## src/design/assert_macros.svh

```systemverilog
// Assertion macros shared by the filter RTL.
`ifndef ASSERT_MACROS_SVH
`define ASSERT_MACROS_SVH

// Condition that must hold at every edge out of reset.
`define KF_ASSERT(lbl, cond, msg) \
	lbl: assert property (@(posedge clk) disable iff (!arst_n) (cond)) else $error(msg);

// Same-cycle implication.
`define KF_IMPLY(lbl, ante, cons, msg) \
	lbl: assert property (@(posedge clk) disable iff (!arst_n) (ante) |-> (cons)) else $error(msg);

// Next-cycle implication.
`define KF_IMPLY_NEXT(lbl, ante, cons, msg) \
	lbl: assert property (@(posedge clk) disable iff (!arst_n) (ante) |=> (cons)) else $error(msg);

`endif

```

## src/design/kf_pkg.sv

```systemverilog
// Types, constants and saturation helpers for the position/velocity Kalman filter.
package kf_pkg;

	localparam int FRAC_BITS = 16;
	localparam int WORD_BITS = 32;
	localparam int PROD_BITS = 2 * WORD_BITS;
	localparam int WIDE_BITS = WORD_BITS + 3;
	localparam int CNT_W     = $clog2(WORD_BITS + 1);
	localparam int CFG_IDX_W = 3;

	typedef logic signed [WORD_BITS-1:0] word_t;
	typedef logic [WORD_BITS-2:0]        var_t;
	typedef logic signed [WIDE_BITS-1:0] wide_t;

	localparam word_t UNITY     = word_t'(1) <<< FRAC_BITS;
	localparam word_t RESET_VAR = word_t'(1000) <<< FRAC_BITS;
	localparam wide_t SMAX_W    = wide_t'({1'b0, {(WORD_BITS-1){1'b1}}});
	localparam wide_t SMIN_W    = -SMAX_W - wide_t'(1);

	typedef enum logic [CFG_IDX_W-1:0] {
		REG_MEAS_VAR     = 3'd0,
		REG_PROC_VAR_POS = 3'd1,
		REG_PROC_COV     = 3'd2,
		REG_PROC_VAR_VEL = 3'd3,
		REG_DRIVE_POS    = 3'd4,
		REG_DRIVE_VEL    = 3'd5,
		REG_STEP_DT      = 3'd6
	} cfg_reg_t;

	typedef enum logic [3:0] {
		ST_IDLE, ST_LD0, ST_DIV0, ST_LD1, ST_DIV1, ST_MUL, ST_RND, ST_WB, ST_OUT
	} kf_state_t;

	// Micro-ops: one multiply each, followed by a writeback.
	typedef enum logic [3:0] {
		OP_XPOS_UPD, OP_XVEL_UPD, OP_P00_UPD, OP_P01_UPD, OP_P11_UPD,
		OP_XPOS_PRED, OP_T_PRED, OP_P00_PART, OP_P_PRED
	} kf_op_t;

	typedef struct packed {
		logic  sat;
		word_t val;
	} sat_res_t;

	typedef sat_res_t div_res_t;

	function automatic sat_res_t sat_s(wide_t v);
		sat_res_t r;
		if (v > SMAX_W) begin
			r.sat = 1'b1;
			r.val = word_t'(SMAX_W);
		end else if (v < SMIN_W) begin
			r.sat = 1'b1;
			r.val = word_t'(SMIN_W);
		end else begin
			r.sat = 1'b0;
			r.val = word_t'(v);
		end
		return r;
	endfunction

	function automatic sat_res_t sat_v(wide_t v);
		sat_res_t r;
		if (v > SMAX_W) begin
			r.sat = 1'b1;
			r.val = word_t'(SMAX_W);
		end else if (v < wide_t'(0)) begin
			r.sat = 1'b1;
			r.val = '0;
		end else begin
			r.sat = 1'b0;
			r.val = word_t'(v);
		end
		return r;
	endfunction

endpackage

```

## src/design/kf_div.sv

```systemverilog
// Restoring divider for the gain: round(num * 2^FRAC_BITS / den), one bit per cycle.
`include "assert_macros.svh"
module kf_div (
	input  logic             clk,
	input  logic             arst_n,
	input  logic             start,
	input  kf_pkg::word_t    num,
	input  logic [kf_pkg::WORD_BITS-1:0] den,
	output logic             done,
	output kf_pkg::div_res_t res
);
	import kf_pkg::*;

	localparam int NW = WORD_BITS + FRAC_BITS + 1;

	logic                 busy_q, done_q, neg_q, ov_q;
	logic [CNT_W-1:0]     cnt_q;
	logic [WORD_BITS-1:0] rem_q, nlo_q, quo_q;

	logic [WORD_BITS-1:0] un, lim, qv;
	logic [NW-1:0]        nfull;
	logic [WORD_BITS-1:0] nhi;
	logic                 over;
	logic [WORD_BITS:0]   r2;
	logic                 ge;

	always_comb begin
		un    = num[WORD_BITS-1] ? WORD_BITS'(-num) : WORD_BITS'(num);
		nfull = (NW'(un) << FRAC_BITS) + NW'(den >> 1);
		nhi   = WORD_BITS'(nfull[NW-1:WORD_BITS]);
		over  = nhi >= den;
		r2    = {rem_q, nlo_q[WORD_BITS-1]};
		ge    = r2 >= {1'b0, den};
	end

	always_ff @(posedge clk or negedge arst_n) begin
		if (!arst_n) begin
			busy_q <= 1'b0;
			done_q <= 1'b0;
			cnt_q  <= '0;
		end else begin
			done_q <= 1'b0;
			if (start) begin
				busy_q <= 1'b1;
				cnt_q  <= CNT_W'(WORD_BITS);
			end else if (busy_q) begin
				cnt_q <= cnt_q - CNT_W'(1);
				if (cnt_q == CNT_W'(1)) begin
					busy_q <= 1'b0;
					done_q <= 1'b1;
				end
			end
		end
	end

	always_ff @(posedge clk) begin
		if (start) begin
			neg_q <= num[WORD_BITS-1];
			ov_q  <= over;
			rem_q <= over ? '0 : nhi;
			nlo_q <= nfull[WORD_BITS-1:0];
			quo_q <= '0;
		end else if (busy_q) begin
			rem_q <= ge ? WORD_BITS'(r2 - {1'b0, den}) : r2[WORD_BITS-1:0];
			nlo_q <= nlo_q << 1;
			quo_q <= {quo_q[WORD_BITS-2:0], ge};
		end
	end

	// sign and clamp
	always_comb begin
		lim = neg_q ? (WORD_BITS'(1) << (WORD_BITS-1))
		            : ((WORD_BITS'(1) << (WORD_BITS-1)) - WORD_BITS'(1));
		res.sat = ov_q || (quo_q > lim);
		qv      = res.sat ? lim : quo_q;
		res.val = neg_q ? word_t'(-qv) : word_t'(qv);
	end

	assign done = done_q;

	`KF_IMPLY(a_div_no_restart, start, !busy_q, "divider started while busy")
endmodule

```

## src/design/kalman_filter_pos_vel.sv

```systemverilog
// Top level of the one-axis constant-velocity Kalman filter.
// One position measurement per input beat produces one output beat holding the
// predicted position, velocity and covariance (P00, P01, P11) in Q16.16, all
// signed but the unsigned 31-bit P00 and P11. Each measurement first runs the
// scalar measurement update (gains P00/S and P01/S with S = P00 + R, then state
// and covariance correction) and then the prediction with F = [1 dt; 0 1],
// drive offsets and symmetric process noise. Every clamp to the word range
// (variances to 0..2^31-1) and a zero S, which skips the update, raise sat_flag
// for that beat. One serial divider (one quotient bit per cycle) forms both
// gains and one 32x32 multiplier serves all nine multiplies. An item runs two
// divides, nine multiply/round/writeback triplets, and load and handoff
// states; a skipped update drops the divides and five update multiplies.
// in_ready is low while an item is in progress. The finished result sits in
// an output register, so the next measurement can be taken while it waits
// for out_ready. Configuration writes are meant for idle periods only.
`include "assert_macros.svh"
module kalman_filter_pos_vel (
	input  logic                          clk,
	input  logic                          arst_n,
	input  logic                          cfg_we,
	input  logic [kf_pkg::CFG_IDX_W-1:0]  cfg_idx,
	input  kf_pkg::word_t                 cfg_data,
	input  logic                          in_valid,
	output logic                          in_ready,
	input  kf_pkg::word_t                 meas_pos,
	output logic                          out_valid,
	input  logic                          out_ready,
	output kf_pkg::word_t                 est_pos,
	output kf_pkg::word_t                 est_vel,
	output kf_pkg::var_t                  out_var_pos,
	output kf_pkg::word_t                 out_cov,
	output kf_pkg::var_t                  out_var_vel,
	output logic                          sat_flag
);
	import kf_pkg::*;

	// configuration
	var_t  meas_var_q, pvp_q, pvv_q;
	word_t pcov_q, dpos_q, dvel_q, dt_q;

	// filter state
	word_t x0_q, x1_q, p00_q, p01_q, p11_q;

	// working registers
	kf_state_t            st_q, st_d;
	kf_op_t               op_q;
	logic                 flag_q;
	word_t                k0_q, k1_q, y_q, t_q, m_q;
	wide_t                acc_q;
	logic [WORD_BITS-1:0] s_q;
	logic [PROD_BITS-1:0] prod_s1;
	logic                 neg_s1;

	// output register
	logic  out_valid_q, sat_flag_q;
	word_t est_pos_q, est_vel_q, out_cov_q;
	var_t  out_var_pos_q, out_var_vel_q;

	logic                 accept, div_start, div_done, out_load;
	word_t                div_num;
	div_res_t             div_res;
	logic [WORD_BITS-1:0] s_new;
	sat_res_t             y_new;

	word_t                ma_w, mb_w;
	logic [WORD_BITS-1:0] ma, mb;
	logic [PROD_BITS-1:0] rnd, lim, mq;
	logic                 msat;

	wide_t    base, addc, wm, main_sum;
	logic     sub;
	sat_res_t ss, sv, ax1, ap01, ap11;

	kf_div u_div (
		.clk    (clk),
		.arst_n (arst_n),
		.start  (div_start),
		.num    (div_num),
		.den    (s_q),
		.done   (div_done),
		.res    (div_res)
	);

	// config writes
	always_ff @(posedge clk or negedge arst_n) begin
		if (!arst_n) begin
			meas_var_q <= var_t'(UNITY);
			pvp_q      <= '0;
			pcov_q     <= '0;
			pvv_q      <= '0;
			dpos_q     <= '0;
			dvel_q     <= '0;
			dt_q       <= UNITY;
		end else if (cfg_we) begin
			unique case (cfg_reg_t'(cfg_idx))
				REG_MEAS_VAR:     meas_var_q <= cfg_data[WORD_BITS-2:0];
				REG_PROC_VAR_POS: pvp_q      <= cfg_data[WORD_BITS-2:0];
				REG_PROC_COV:     pcov_q     <= cfg_data;
				REG_PROC_VAR_VEL: pvv_q      <= cfg_data[WORD_BITS-2:0];
				REG_DRIVE_POS:    dpos_q     <= cfg_data;
				REG_DRIVE_VEL:    dvel_q     <= cfg_data;
				REG_STEP_DT:      dt_q       <= cfg_data;
				default:          ;
			endcase
		end
	end

	// innovation variance and innovation, formed on the input beat
	always_comb begin
		s_new = {1'b0, p00_q[WORD_BITS-2:0]} + {1'b0, meas_var_q};
		y_new = sat_s(wide_t'(meas_pos) - wide_t'(x0_q));
	end

	// sequencer: next state
	always_comb begin
		st_d = st_q;
		unique case (st_q)
			ST_IDLE: if (in_valid) begin
				st_d = (s_new == '0) ? ST_MUL : ST_LD0;
			end
			ST_LD0:  st_d = ST_DIV0;
			ST_DIV0: if (div_done) begin
				st_d = ST_LD1;
			end
			ST_LD1:  st_d = ST_DIV1;
			ST_DIV1: if (div_done) begin
				st_d = ST_MUL;
			end
			ST_MUL:  st_d = ST_RND;
			ST_RND:  st_d = ST_WB;
			ST_WB:   st_d = (op_q == OP_P_PRED) ? ST_OUT : ST_MUL;
			ST_OUT:  if (!out_valid_q || out_ready) begin
				st_d = ST_IDLE;
			end
			default: st_d = ST_IDLE;
		endcase
	end

	// sequencer: outputs
	always_comb begin
		in_ready  = (st_q == ST_IDLE);
		div_start = (st_q == ST_LD0) || (st_q == ST_LD1);
		div_num   = (st_q == ST_LD1) ? p01_q : p00_q;
		out_load  = (st_q == ST_OUT) && (!out_valid_q || out_ready);
	end

	assign accept = in_valid && in_ready;

	always_ff @(posedge clk or negedge arst_n) begin
		if (!arst_n) begin
			st_q <= ST_IDLE;
		end else begin
			st_q <= st_d;
		end
	end

	// multiplier operands per micro-op
	always_comb begin
		unique case (op_q)
			OP_XPOS_UPD:  begin ma_w = k0_q; mb_w = y_q;   end
			OP_XVEL_UPD:  begin ma_w = k1_q; mb_w = y_q;   end
			OP_P00_UPD:   begin ma_w = k0_q; mb_w = p00_q; end
			OP_P01_UPD:   begin ma_w = k0_q; mb_w = p01_q; end
			OP_P11_UPD:   begin ma_w = k1_q; mb_w = p01_q; end
			OP_XPOS_PRED: begin ma_w = dt_q; mb_w = x1_q;  end
			OP_T_PRED:    begin ma_w = dt_q; mb_w = p11_q; end
			OP_P00_PART:  begin ma_w = dt_q; mb_w = p01_q; end
			default:      begin ma_w = dt_q; mb_w = t_q;   end
		endcase
		ma = ma_w[WORD_BITS-1] ? WORD_BITS'(-ma_w) : WORD_BITS'(ma_w);
		mb = mb_w[WORD_BITS-1] ? WORD_BITS'(-mb_w) : WORD_BITS'(mb_w);
	end

	// round half away from zero on the magnitude, then clamp
	always_comb begin
		rnd  = (prod_s1 + (PROD_BITS'(1) << (FRAC_BITS-1))) >> FRAC_BITS;
		lim  = neg_s1 ? (PROD_BITS'(1) << (WORD_BITS-1))
		              : ((PROD_BITS'(1) << (WORD_BITS-1)) - PROD_BITS'(1));
		msat = rnd > lim;
		mq   = msat ? lim : rnd;
	end

	// writeback sums
	always_comb begin
		base = wide_t'(x0_q);
		addc = '0;
		sub  = 1'b0;
		unique case (op_q)
			OP_XPOS_UPD:  base = wide_t'(x0_q);
			OP_XVEL_UPD:  base = wide_t'(x1_q);
			OP_P00_UPD:   begin base = wide_t'(p00_q); sub = 1'b1; end
			OP_P01_UPD:   begin base = wide_t'(p01_q); sub = 1'b1; end
			OP_P11_UPD:   begin base = wide_t'(p11_q); sub = 1'b1; end
			OP_XPOS_PRED: begin base = wide_t'(x0_q); addc = wide_t'(dpos_q); end
			OP_T_PRED:    base = wide_t'(p01_q);
			OP_P00_PART:  base = wide_t'(p00_q);
			default:      begin base = acc_q; addc = wide_t'({1'b0, pvp_q}); end
		endcase
		wm       = wide_t'(m_q);
		main_sum = base + (sub ? -wm : wm) + addc;
		ss       = sat_s(main_sum);
		sv       = sat_v(main_sum);
		ax1      = sat_s(wide_t'(x1_q) + wide_t'(dvel_q));
		ap01     = sat_s(wide_t'(t_q) + wide_t'(pcov_q));
		ap11     = sat_v(wide_t'(p11_q) + wide_t'({1'b0, pvv_q}));
	end

	// datapath without reset
	always_ff @(posedge clk) begin
		if (accept) begin
			s_q <= s_new;
			y_q <= y_new.val;
		end
		if (st_q == ST_DIV0 && div_done) begin
			k0_q <= div_res.val;
		end
		if (st_q == ST_DIV1 && div_done) begin
			k1_q <= div_res.val;
		end
		if (st_q == ST_MUL) begin
			prod_s1 <= ma * mb;
			neg_s1  <= ma_w[WORD_BITS-1] ^ mb_w[WORD_BITS-1];
		end
		if (st_q == ST_RND) begin
			m_q <= neg_s1 ? word_t'(-mq) : word_t'(mq);
		end
	end

	// filter state, micro-op counter and flag
	always_ff @(posedge clk or negedge arst_n) begin
		if (!arst_n) begin
			x0_q   <= '0;
			x1_q   <= '0;
			p00_q  <= RESET_VAR;
			p01_q  <= '0;
			p11_q  <= RESET_VAR;
			t_q    <= '0;
			acc_q  <= '0;
			op_q   <= OP_XPOS_UPD;
			flag_q <= 1'b0;
		end else begin
			if (accept) begin
				// zero S: skip straight to the prediction
				if (s_new == '0) begin
					op_q   <= OP_XPOS_PRED;
					flag_q <= 1'b1;
				end else begin
					op_q   <= OP_XPOS_UPD;
					flag_q <= y_new.sat;
				end
			end
			if ((st_q == ST_DIV0 || st_q == ST_DIV1) && div_done) begin
				flag_q <= flag_q | div_res.sat;
			end
			if (st_q == ST_RND) begin
				flag_q <= flag_q | msat;
			end
			if (st_q == ST_WB) begin
				op_q <= kf_op_t'(op_q + 4'd1);
				unique case (op_q)
					OP_XPOS_UPD: begin
						x0_q   <= ss.val;
						flag_q <= flag_q | ss.sat;
					end
					OP_XVEL_UPD: begin
						x1_q   <= ss.val;
						flag_q <= flag_q | ss.sat;
					end
					OP_P00_UPD: begin
						p00_q  <= sv.val;
						flag_q <= flag_q | sv.sat;
					end
					// new P01 held back: the P11 step still needs the old one
					OP_P01_UPD: begin
						t_q    <= ss.val;
						flag_q <= flag_q | ss.sat;
					end
					OP_P11_UPD: begin
						p11_q  <= sv.val;
						p01_q  <= t_q;
						flag_q <= flag_q | sv.sat;
					end
					OP_XPOS_PRED: begin
						x0_q   <= ss.val;
						x1_q   <= ax1.val;
						flag_q <= flag_q | ss.sat | ax1.sat;
					end
					OP_T_PRED: begin
						t_q    <= ss.val;
						flag_q <= flag_q | ss.sat;
					end
					OP_P00_PART: acc_q <= main_sum;
					default: begin
						p00_q  <= sv.val;
						p01_q  <= ap01.val;
						p11_q  <= ap11.val;
						flag_q <= flag_q | sv.sat | ap01.sat | ap11.sat;
					end
				endcase
			end
		end
	end

	// output register
	always_ff @(posedge clk or negedge arst_n) begin
		if (!arst_n) begin
			out_valid_q <= 1'b0;
		end else if (out_load) begin
			out_valid_q <= 1'b1;
		end else if (out_ready) begin
			out_valid_q <= 1'b0;
		end
	end

	always_ff @(posedge clk) begin
		if (out_load) begin
			est_pos_q     <= x0_q;
			est_vel_q     <= x1_q;
			out_var_pos_q <= p00_q[WORD_BITS-2:0];
			out_cov_q     <= p01_q;
			out_var_vel_q <= p11_q[WORD_BITS-2:0];
			sat_flag_q    <= flag_q;
		end
	end

	assign out_valid   = out_valid_q;
	assign est_pos     = est_pos_q;
	assign est_vel     = est_vel_q;
	assign out_var_pos = out_var_pos_q;
	assign out_cov     = out_cov_q;
	assign out_var_vel = out_var_vel_q;
	assign sat_flag    = sat_flag_q;

	`KF_IMPLY_NEXT(a_busy_after_beat, in_valid && in_ready, !in_ready, "ready right after a beat")
	`KF_IMPLY(a_div_done_in_wait, div_done, st_q == ST_DIV0 || st_q == ST_DIV1, "stray divide done")
	`KF_ASSERT(a_var_nonneg, !p00_q[WORD_BITS-1] && !p11_q[WORD_BITS-1], "negative variance stored")
endmodule

```

## config.mk

```make
export PLATFORM = sky130hd
export DESIGN_NAME = kalman_filter_pos_vel
export DESIGN_NICKNAME = d
export VERILOG_FILES = /design/src/design/kf_pkg.sv /design/src/design/kf_div.sv /design/src/design/kalman_filter_pos_vel.sv
export VERILOG_INCLUDE_DIRS = /design/src /design/src/design
export SDC_FILE = /design/constraint.sdc
export NUM_CORES = 2
export LEC_CHECK = 0
export BUFFER_PORTS_ARGS = -buffer_cell sky130_fd_sc_hd__buf_2
export CORE_MARGIN = 10
export CORE_UTILIZATION = 50
export CTS_CLUSTER_SIZE = 8
export DETAILED_ROUTE_END_ITERATION = 8
export PLACE_DENSITY = 0.64
export SLEW_MARGIN = 20
export SYNTH_ARGS = -nofsm -noshare
export SYNTH_HDL_FRONTEND = slang
export SYNTH_SLANG_ARGS = --single-unit
```

## constraint.sdc

```tcl
create_clock -name clk -period 14.4 [get_ports clk]
set_input_delay 2.16 -clock clk [delete_from_list [all_inputs] [get_ports clk]]
set_output_delay 2.16 -clock clk [all_outputs]
set_load 0.01 [all_outputs]
```

Word level (Yosys, flattened, before mapping):

Index checks and enable logic that the tools add are counted.

* order comparisons: 15
* mux-type cells: 63
* reductions and logical operators: 45
* eq/ne operators: 27
* bitwise gates (word level): 10
* $mul: 1
* $add $sub $neg: 18

Operator list (number)
* $mux 32: 15
* $mux 33: 12
* $pmux 32 s2: 4
* $pmux 35 s5: 1
* $neg 32->32: 5
* $pmux 32 s5: 1
* $gt 33x32->1 const B: 4
* $add 32x32->33: 3
* $lt 33x32->1 const B: 3
* $add 35x35->35: 2
* $pmux 35 s2: 1
* $add 64x16->64 const B: 1
* $mul 32x32->64: 1
* $add 48x31->49: 1
* $gt 48x32->1: 1
* $pmux 4 s9: 1
* $gt 35x32->1 const B: 1
* $lt 35x1->1 const B: 1
* $lt 35x32->1 const B: 1
* $mux 35: 1
* $neg 32->35: 1
* $ge 33x32->1: 1
* $lt 33x1->1 const B: 1
* $sub 32x32->33: 1
* other kinds (38): 115

* logic and storage cells: 218
* bits in registers: 948

Longest topological paths before layout:

* depth in word-level cells: 14
* depth in mapped cells: 49
* gate-level depth less buffers: 44

Hierarchy:

A second synthesis with hierarchy kept.

* cells, all modules: 9806
* area, all modules: 91893.1 sq um

By module, submodules not included
* kalman_filter_pos_vel: cells an instance 8604, area an instance 81652.1 sq um, times used 1, sequential area each 22559.1 sq um
* kf_div: cells an instance 1202, area an instance 10241.1 sq um, times used 1, sequential area each 2822.7 sq um

Least setup slack after synthesis:

Ideal clock, no wire load.

* kind: flip-flop to flip-flop
* from: register op_q[0]
* to: register prod_s1[63] (data pin)
* path slack: 2449 ps
* buffers on the path: 4
* stages on the path, launching flop included: 46
* arrival: 11692 ps
* library setup time: 260 ps
* clock period less this slack: 11951 ps
* cell sequence: dfrtp_1 > inv_1 > ha_1 > buf_2 > nor2b_1 > or3_1 > clkbuf_1 > buf_6 > a222oi_1 > and4bb_1 > nand3_1 > or3_1 > or4_4 > nor2_1 > nand2_1 > nor3_2 > a21oi_1 > xor2_1 > (+10 left out) > fa_1 > fa_1 > inv_1 > fa_1 > inv_1 > ha_1 > a21o_1 > a211oi_1 > o211ai_1 > o31ai_1 > a32oi_1 > o21ai_1 > o21ai_1 > a221oi_1 > o21ai_1 > a31o_2 > a31oi_1 > xnor2_1

* longest elaborated chain between the ends: 6
* elaborated cells between the ends (all ways): 19
* classes of those cells: 2 x add/sub; 1 x mul; 7 x eq/ne; 4 x mux; 5 x reduce/logical

Ends and longest elaborated chain
* start, declared: RTL line kalman_filter_pos_vel.sv:46 `kf_op_t op_q;`
* start signal, assigned: RTL line kalman_filter_pos_vel.sv:259 `op_q <= kf_op_t'(op_q + 4'd1);`
* $eq 4x3->1 (tied with other cells): RTL line kalman_filter_pos_vel.sv:159 `unique case (op_q)`
* $reduce_or 3->1 (no line) / $reduce_or 2->1 (equally long branches)
* $pmux 32 s5 / $pmux 32 s2 (equally long branches): RTL line kalman_filter_pos_vel.sv:159
* $neg 32->32, on equally long branches: RTL line kalman_filter_pos_vel.sv:171, kalman_filter_pos_vel.sv:170
* $mux 32, on equally long branches: RTL line kalman_filter_pos_vel.sv:171, kalman_filter_pos_vel.sv:170
* $mul 32x32->64 *: RTL line kalman_filter_pos_vel.sv:221 `prod_s1 <= ma * mb;`
* end signal, assigned: RTL line kalman_filter_pos_vel.sv:221
* end, declared: RTL line kalman_filter_pos_vel.sv:51 `logic [PROD_BITS-1:0] prod_s1;`

Mark *: on every way between the ends. The rest lies on a longest branch, timed or not.
A chain may end at the register's enable or synchronous reset.

Worst setup path in the final report:

Ends and elaborated chain as after synthesis.

==> results.yml <==
synthesis:
  synth_top_flop_cell: "dfrtp_1"
  syn_area_um2: 89710
  synth-warning-count: 0
  synth_edf_count: 435
  postSynthAreaPerCell_um2: 9.477
  ys_ff_latch: 933
  synth_nets: 11070
  ys_seq_area_frac: 0.2829
  synthArstFlopShare: 0.4995
  synthDistinctLibCells: 91
  syn-instance-count: 9467
detailed_routing:
  first_pass_iters: 9
  route.met2.wl_mm: 152.3
  ant_nets: 0
  drtIter0Drc: 9577
  wl_met3_mm: 39.77
  routed_wl_mm: 355.2
  met1_length_mm: 142.6
  viasPerCell: 6.241
  avgRoutedWirePerCell_um: 29.29
  highest_layer: "met5"
  vias: 75680
  drc: 1
critical_path:
  crit_type: "reg2reg"
  reg2reg_setup_slack_ps: 500
  worst_setup_path_start_kind: "flop"
  reg2reg_depth: 38
  cp_max_fo: 20
  cpMostUsedCell: "fa_1"
  max_stage_delay_ps: 690
  worstPathArrival_ps: 14420
  slowest_stage: "a222oi_1"
  cp-end-kind: "flop"
  cp.required_ps: 14920
timing:
  tns_ps: 0
  finalSetupViolations: 0
  finalCritPeriodShare: 0.9652
  fmax_mhz: 71.95
  slew_headroom: 0.1404
  report.final.slew_viol_count: 0
  period_needed_ps: 13900
  finClkSkew_ps: 44.01
  final_hold_viol_count: 0
  fin_ws_ps: 501.4
  tightest_slew_ps: 1288
status:
  violations: "DRC"
  outcome: "finished with violations"
placement:
  routabilityCongestion: 1.024
  dpl.hpwl_mm: 277.4
  io_buffers: 232
  pre_cts_ws_ps: 556.7
  placed_area_um2: 94640
layout:
  top_register: "prod_s1"
  final_layout_size_suffix_gt1_frac: 0.1073
  finalNetCount: 11250
  fin_area_um2: 98830
  reg_top3: "prod_s1 (49), acc_q (35)"
  final_cell_mix: "inv_1, nand2_1, fa_1, nor2_1, ha_1"
  final_util: 0.5539
  layout_commonest_cell: "inv_1"
  largest_reg_flops: 49
  area_growth_pct: 10.16
grt:
  grt_pass1_vias: 74570
  grt-ovfl-total: 0
  grt_use_total: 0.3552
  grt_pass1_wl_mm: 515.4
  grt_start_max_net_pins: 113
  antenna_found_initial: 31
hold_path:
  hold_depth: 2
  hold_class: "reg2reg"
floorplan:
  core_um2: 178400
  top_level_ports: 233
  num_rows: 155
  initial_utilization: 0.5028
  die_x_um: 443.6
  dieArea_um2: 196800
  die_h_um: 443.6
flow_run:
  drv_cap: 0
cts:
  clock-sinks: 933
  cts.path.max_buffers: 3
  cts_tree: "done"
  h-tree-depth: 4
  clk_pin_slew_ps: 60
  clk_latency_ps: 810
  clock-root-buffer: "clkbuf_16"
  numCtsBuffers: 137
==> critical path: cells and delay by family, from the launching register on <==
| kind | cells | cell delay [ps] |
|---|---|---|
| buffers and inverters | 4 | 530 |
| flip-flops | 1 | 440 |
| AO/OA/AOI/OAI | 11 | 3930 |
| adder cells (fa/ha/maj) | 10 | 4910 |
| XOR/XNOR | 2 | 590 |
| AND/OR/NAND/NOR | 11 | 3180 |
==> worst paths after layout <==
| check | startpoint | end |
|---|---|---|
| setup / recovery | op_q[0]$_DFFE_PN0P_ | prod_s1[63]$_DFFE_PP_ |
| hold / removal | acc_q[23]$_DFFE_PN0P_ | acc_q[23]$_DFFE_PN0P_ |
| setup reg to reg | op_q[0]$_DFFE_PN0P_ | prod_s1[63]$_DFFE_PP_ |
| hold reg to reg | acc_q[23]$_DFFE_PN0P_ | acc_q[23]$_DFFE_PN0P_ |
| max in group asynchronous | arst_n | acc_q[33]$_DFFE_PN0P_ |
| min in group asynchronous | arst_n | dpos_q[5]$_DFFE_PN0P_ |
==> per-layer routing <==
layer  up-vias  track usage
met5         -            0
met4         8       0.1749
met3       861      0.08660
met2      4306       0.5255
met1     38190       0.4867
li1      32320            -
==> Yosys cell counts, types with 38 or more instances <==
master,number,share of area
or3_1,41,0.0029
a222oi_1,67,0.0075
inv_1,1229,0.051
xnor2_1,291,0.028
nand4_1,61,0.0043
ha_1,592,0.083
edfxtp_1,435,0.15
a22o_1,38,0.0037
mux2_2,278,0.035
nor4_1,38,0.0026
nand3_1,135,0.0075
nand2_1,1095,0.046
and3_1,68,0.0047
a21oi_1,447,0.025
a22oi_1,91,0.0076
nor2_1,818,0.034
xor2_1,188,0.018
o21a_1,69,0.0058
dfrtp_1,452,0.13
and2_1,66,0.0046
o211ai_1,46,0.0038
nor3_1,108,0.0060
o21ai_0,473,0.026
mux2i_1,84,0.0094
clkbuf_1,386,0.016
a21o_1,194,0.016
fa_1,937,0.21
a31oi_1,63,0.0044
a211oi_1,52,0.0044
o21bai_1,40,0.0033
nand2b_1,75,0.0052
nor2b_1,56,0.0039
==> layout make-up <==
type                    instances  area [µm²]
well taps                    2355        2947
clock buffers                 229        3856
diodes                         15       37.54
clock inverters                15       216.5
flip-flops and latches        933       25380
fillers                     16050       79590
multi-input cells            6881       58790
repair buffers                470        2987
inverters                    1229        4614
==> logic make-up (layout without fill, tap and decap cells) <==
kind of cell             count (synthesis)  after routing  share of synthesized area
AO/OA/AOI/OAI                         1831           1831                     0.1324
other                                    1             16                 0.00004180
flip-flops                             933            933                     0.2829
XOR/XNOR                               479            479                    0.04676
multiplexers                           362            362                    0.04427
AND/OR/NAND/NOR                       2669           2669                     0.1313
adder cells (fa/ha/maj)               1539           1539                     0.2928
buffers and inverters                 1653           1943                    0.06954
==> per-stage QoR <==
stage	hold WS, ps	instances
floorplan	444.7	9467
global placement	460.8	11870
detailed placement	472.3	11870
CTS	484.0	12110
global route	505.5	12110
finish	485.3	12130
==> what timing repair did <==
action,4_1_cts,5_1_grt
hold buffers,0,0
resized for setup,0,3
endpoints found under the setup margin,0,12
buffers inserted,0,1
endpoints found under the hold margin,0,0
Power is not shown: default switching activity piles up to over one toggle a cycle in this logic, so the estimate is an artifact.
